<file path="src/rtl/bdq_pkg.sv">
`timescale 1ns / 1ps

package bdq_pkg;

    localparam int DEPTH  = 1024;
    localparam int ADDR_W = $clog2(DEPTH);
    localparam int CNT_W  = ADDR_W + 1;
    localparam int WORD_W = 32;
    localparam int ACT_W  = 3;

    localparam int IN_FIELD_W  = ACT_W + WORD_W;
    localparam int IN_TDATA_W  = ((IN_FIELD_W + 7) / 8) * 8;
    localparam int OUT_FIELD_W = 1 + WORD_W + WORD_W + 1 + 1;
    localparam int OUT_TDATA_W = ((OUT_FIELD_W + 7) / 8) * 8;

    localparam logic [CNT_W-1:0] CAP_RESET = CNT_W'(DEPTH);

    localparam logic [ACT_W-1:0] ACT_INS_FRONT = 3'd0;
    localparam logic [ACT_W-1:0] ACT_INS_REAR  = 3'd1;
    localparam logic [ACT_W-1:0] ACT_DEL_FRONT = 3'd2;
    localparam logic [ACT_W-1:0] ACT_DEL_REAR  = 3'd3;
    localparam logic [ACT_W-1:0] ACT_PEEK      = 3'd4;

    // controller -> datapath
    typedef struct packed {
        logic accept;   // latch incoming request
        logic exec;     // apply the action to pointers and store
        logic rd;       // read front and rear entries
        logic load;     // fill the output register
    } t_bdq_cmd;

endpackage

</file>
<file path="src/rtl/bdq_ctrl.sv">
`timescale 1ns / 1ps

module bdq_ctrl (
    input  logic              i_clk,
    input  logic              i_rst_n,
    input  logic              s_axis_tvalid,
    output logic              s_axis_tready,
    output logic              m_axis_tvalid,
    input  logic              m_axis_tready,
    output bdq_pkg::t_bdq_cmd o_cmd
);
    import bdq_pkg::*;

    localparam logic [1:0] ST_IDLE = 2'd0;
    localparam logic [1:0] ST_EXEC = 2'd1;
    localparam logic [1:0] ST_READ = 2'd2;
    localparam logic [1:0] ST_LOAD = 2'd3;

    logic [1:0] r_state, n_state;
    logic       r_out_valid, n_out_valid;
    logic       out_free;

    assign s_axis_tready = (r_state == ST_IDLE);
    assign m_axis_tvalid = r_out_valid;
    assign out_free      = !r_out_valid || m_axis_tready;

    always_comb begin
        n_state      = r_state;
        n_out_valid  = r_out_valid && !m_axis_tready;
        o_cmd        = '0;
        unique case (r_state)
            ST_IDLE: begin
                if (s_axis_tvalid) begin
                    o_cmd.accept = 1'b1;
                    n_state      = ST_EXEC;
                end
            end
            ST_EXEC: begin
                o_cmd.exec = 1'b1;
                n_state    = ST_READ;
            end
            ST_READ: begin
                o_cmd.rd = 1'b1;
                n_state  = ST_LOAD;
            end
            ST_LOAD: begin
                // wait here while the previous result is still held
                if (out_free) begin
                    o_cmd.load  = 1'b1;
                    n_out_valid = 1'b1;
                    n_state     = ST_IDLE;
                end
            end
            default: n_state = ST_IDLE;
        endcase
    end

    always_ff @(posedge i_clk) begin
        if (!i_rst_n) begin
            r_state     <= ST_IDLE;
            r_out_valid <= 1'b0;
        end else begin
            r_state     <= n_state;
            r_out_valid <= n_out_valid;
        end
    end

endmodule

</file>
<file path="config.mk">
export PLATFORM = sky130hd
export DESIGN_NAME = bdq_ctrl
export DESIGN_NICKNAME = d
export VERILOG_FILES = /design/src/rtl/bdq_pkg.sv /design/src/rtl/bdq_ctrl.sv
export SDC_FILE = /design/constraint.sdc
export NUM_CORES = 1
export LEC_CHECK = 0
export ABC_AREA = 1
export BUFFER_PORTS_ARGS = -buffer_cell sky130_fd_sc_hd__buf_2
export CORE_AREA = 2 2 39 41
export CTS_BUF_LIST = sky130_fd_sc_hd__clkbuf_4 sky130_fd_sc_hd__clkbuf_8
export CTS_CLUSTER_SIZE = 30
export DETAILED_ROUTE_END_ITERATION = 8
export DIE_AREA = 0 0 41 43
export PLACE_DENSITY = 0.32
export SYNTH_ARGS = -nofsm -noshare
export SYNTH_HDL_FRONTEND = slang
export SYNTH_SLANG_ARGS = --single-unit
</file>
<file path="constraint.sdc">
create_clock -name i_clk -period 2.6 [get_ports i_clk]
set_input_delay 0.13 -clock i_clk [delete_from_list [all_inputs] [get_ports i_clk]]
set_output_delay 0.13 -clock i_clk [all_outputs]
set_load 0.01 [all_outputs]
</file>
Yosys cells after proc, flatten, opt, wreduce, memory -nomap -nowiden. Cells that the tools add are included. W data, S select, Z words.

Logic and storage cells: 24. Flip-flop bits (word level): 3. Input port bits: 4. Output and inout bits: 6.

Mux-type cells: 11. Equality and inequality tests: 5. Reductions and logical operators: 6.

Operators by type and width (count): $mux W1 (8); $pmux W2 S4 (1); $eq A2 B2 Y1 const B (2); $mux W2 (2); $ne A2 B2 Y1 const B (2); $eq A2 B1 Y1 const B (1); $logic_not A1 Y1 (2); $logic_not A2 Y1 (1); $reduce_and A2 Y1 (1); $logic_and A1 B1 Y1 (1); $logic_or A1 B1 Y1 (1).

Longest topological paths before layout.
Word-level depth: 4. Depth in mapped cells: 6. Mapped depth without buffers: 6.

Worst setup path before layout. Ideal clock, no wire load.

Kind: reg-to-reg. Start: register r_state[0]. End: register r_state[1]. Arrival time: 938 ps. Data required time: 2485 ps. Path buffers: 0. Period minus slack after synthesis: 1053 ps. Stages on the path, launching flop included: 7. Setup time: 115 ps. Setup slack: 1547 ps. Cell sequence: dfxtp_1 > inv_1 > ha_1 > nand2_1 > nand3_1 > nand2_1 > nor2_1.

Word-level cells in the longest chain between the ends: 3. Elaborated cells on any way between the ends: 8. Those cells by class: eq/ne: 5; mux: 1; reduce/logical: 2.

RTL lines: from (decl) (line bdq_ctrl.sv:19) `logic [1:0] r_state, n_state;`; from (signal assigned) (line bdq_ctrl.sv:63) `r_state <= n_state;`; $logic_not A2 Y1 *; net s_axis_tready (line bdq_ctrl.sv:7) `output logic s_axis_tready,`; $ne A2 B2 Y1 (no line); $reduce_and A2 Y1 (no line).

The timed path passes the listed nets; every way through them passes the cells marked *. A chain may end at the register's enable or synchronous reset.

==> flow_summary.yaml <==
placement:
  finalWeightedCongestion: 0.647
  pre_cts_ws_ns: 1.49
  io_buffers: 9
  dpl_cell_area_um2: 273
  place_hpwl_um: 380
cells_and_area:
  area_delta_synth_final_pct: 45.8
  drive_gt1_share_pct: 33.3
  num-nets-final: 51
  fin_area_um2: 303
  fillers: 165
  final_common_cell: "buf_2"
  most-common-layout-cells: "9 x buf_2, 7 x inv_1, 6 x nand2_1"
  diodes: 0
routing:
  drc: 0
  viasPerCell: 3.62
  drt_iter0_drc: 2
  wl_per_cell_um: 7.55
  drt_wl_total_um: 438
  first_pass_iters: 2
  ant_nets: 0
  vias: 210
die:
  start_util_pct: 15.0
  die_area_mm2: 0.00176
  num_rows: 14
  die_w_um: 41
  core_area_mm2: 0.00138
  io_pins: 10
  die_height_um: 43
clock_network:
  clk_latency_ns: 0.23
  cts_resized: 0
  clk_pin_slew_ns: 0.04
  cts.sinks: 3
  ctsHoldBuffers: 0
  cts_tree: "built"
  cts_buffer_depth: 2
  ctsHtreeMaxLevel: 1
  post-cts-setup-buffer-count: 0
  cts_buffers: 3
  clock-root-buffer: "clkbuf_4"
timing:
  finalCritPeriodShare_pct: 49.3
  setup_viol: 0
  period_needed_ns: 1.28
  max_slew_margin_pct: 89.3
  max_freq_mhz: 780
  clock_skew_ns: 0.00137
  tightest_slew_ns: 0.161
  maxSlewViolCount: 0
  tns_ns: 0
  final.setup.worst_slack_ns: 1.32
  hold_violations: 0
  rsz0062_at_grt: "false"
yosys:
  ys_types: 9
  synth_seq_area_share_pct: 28.9
  netlist_area_um2: 208
  syn_nets: 37
  synthCells: 29
  yosys_warnings: 0
  synth_seq_cells: 3
  syn_avg_cell_area_um2: 7.16
setup_path:
  crit_required_ns: 2.47
  r2r_cells: 6
  crit_slowest_cell: "dfxtp_1"
  startpoint_type: "register"
  cp_common_cell: "inv_1"
  end_kind: "output port"
  cp.arrival_ns: 1.15
  r2r_slack_ns: 1.50
  crit_path_max_fanout: 4
  path_cells: "inv_1 > ha_1 > nand2_1 > inv_1 > buf_2"
  crit_type: "register to output port"
  cpPeakStageDelay_ns: 0.38
global_routing:
  grt_pass1_vias: 210
  grtUsageTotal_pct: 6.41
  antenna_found_initial: 0
  overflow: 0
  grt_first_pass_wirelength_um: 703
  grt_max_degree: 5
worst_hold_path:
  worstHoldPathType: "input pin to register"
  min_delay_path_depth: 3
power_and_ir_drop:
  p_leak_nw: 0.175
  irDropWorstVdd_v: 0.000306
  power_density_mw_per_mm2: 1060
job:
  maxCapViolCount: 0
outcome:
  status: "completed"
-- final timing paths --
| check | from | endpoint |
|---|---|---|
| max | r_state[0] | o_cmd[3] |
| min | i_rst_n | r_state[1] |
| max reg2reg | r_state[0] | r_state[1] |
| min reg2reg | m_axis_tvalid | m_axis_tvalid |
-- report_power, final --
| part | switching, mW | total (mW) | internal (mW) |
|---|---|---|---|
| combinational | 0.0848 | 0.150 | 0.0648 |
| sequential | 0.0185 | 0.0812 | 0.0627 |
| clock | 0.0229 | 0.0907 | 0.0678 |
-- metrics by stage --
step / power, mW / std cells / utilization (%) / hold slack (ns)
finish: 0.322 / 58 / 21.9 / 0.147
global route: 0.365 / 58 / 21.9 / 0.158
CTS: 0.333 / 58 / 21.9 / 0.141
detailed placement: 0.237 / 54 / 19.7 / 0.390
global placement: 0.237 / 54 / 19.7 / 0.389
floorplan: 0.187 / 29 / - / 0.251
-- cell families after synthesis --
family,count (synthesis),synth area share (%)
AND/OR/NAND/NOR,11,23.5
buffers and inverters,7,12.7
AO/OA/AOI/OAI,4,10.8
adder cells (fa/ha/maj),4,24.1
flip-flops,3,28.9
-- area by class of cell --
cell class / instances / area [µm²] / area share (%)
Timing Repair Buffer: 9 / 45.0 / 14.9
Tap cell: 16 / 20.0 / 6.61
Multi-Input combinational cell: 19 / 121 / 40.1
Clock buffer: 4 / 30.0 / 9.92
Inverter: 7 / 26.3 / 8.68
Sequential cell: 3 / 60.1 / 19.8
-- registers in the layout (all words and copies together) (netlist names) --
register / count
r_state: 2
m_axis_tvalid: 1
-- worst max-delay path: cells and delay by family (launching register included) --
family	cells	cell delay (ns)
AND/OR/NAND/NOR	1	0.07
buffers and inverters	3	0.23
adder cells (fa/ha/maj)	1	0.24
flip-flops	1	0.38
-- synthesized netlist by cell type --
master | n | area [µm²]
nand2_1 | 6 | 22.5
nor2_1 | 3 | 11.3
a21boi_0 | 1 | 7.51
a21oi_1 | 3 | 15.0
ha_1 | 4 | 50.1
nand3_1 | 1 | 5.00
inv_1 | 7 | 26.3
dfxtp_1 | 3 | 60.1
nand3_2 | 1 | 10.0
-- layer usage --
metal	routed length (µm)	GRT usage [%]	up-vias	share of wire, %
li1	-	-	114	-
met1	182	5.41	90	42
met2	223	9.06	6	51
met3	32	4.71	0	7.3
met4	0	6.00	0	0
met5	0	0	-	0
Note: power is estimated with default switching activity, not from simulation.
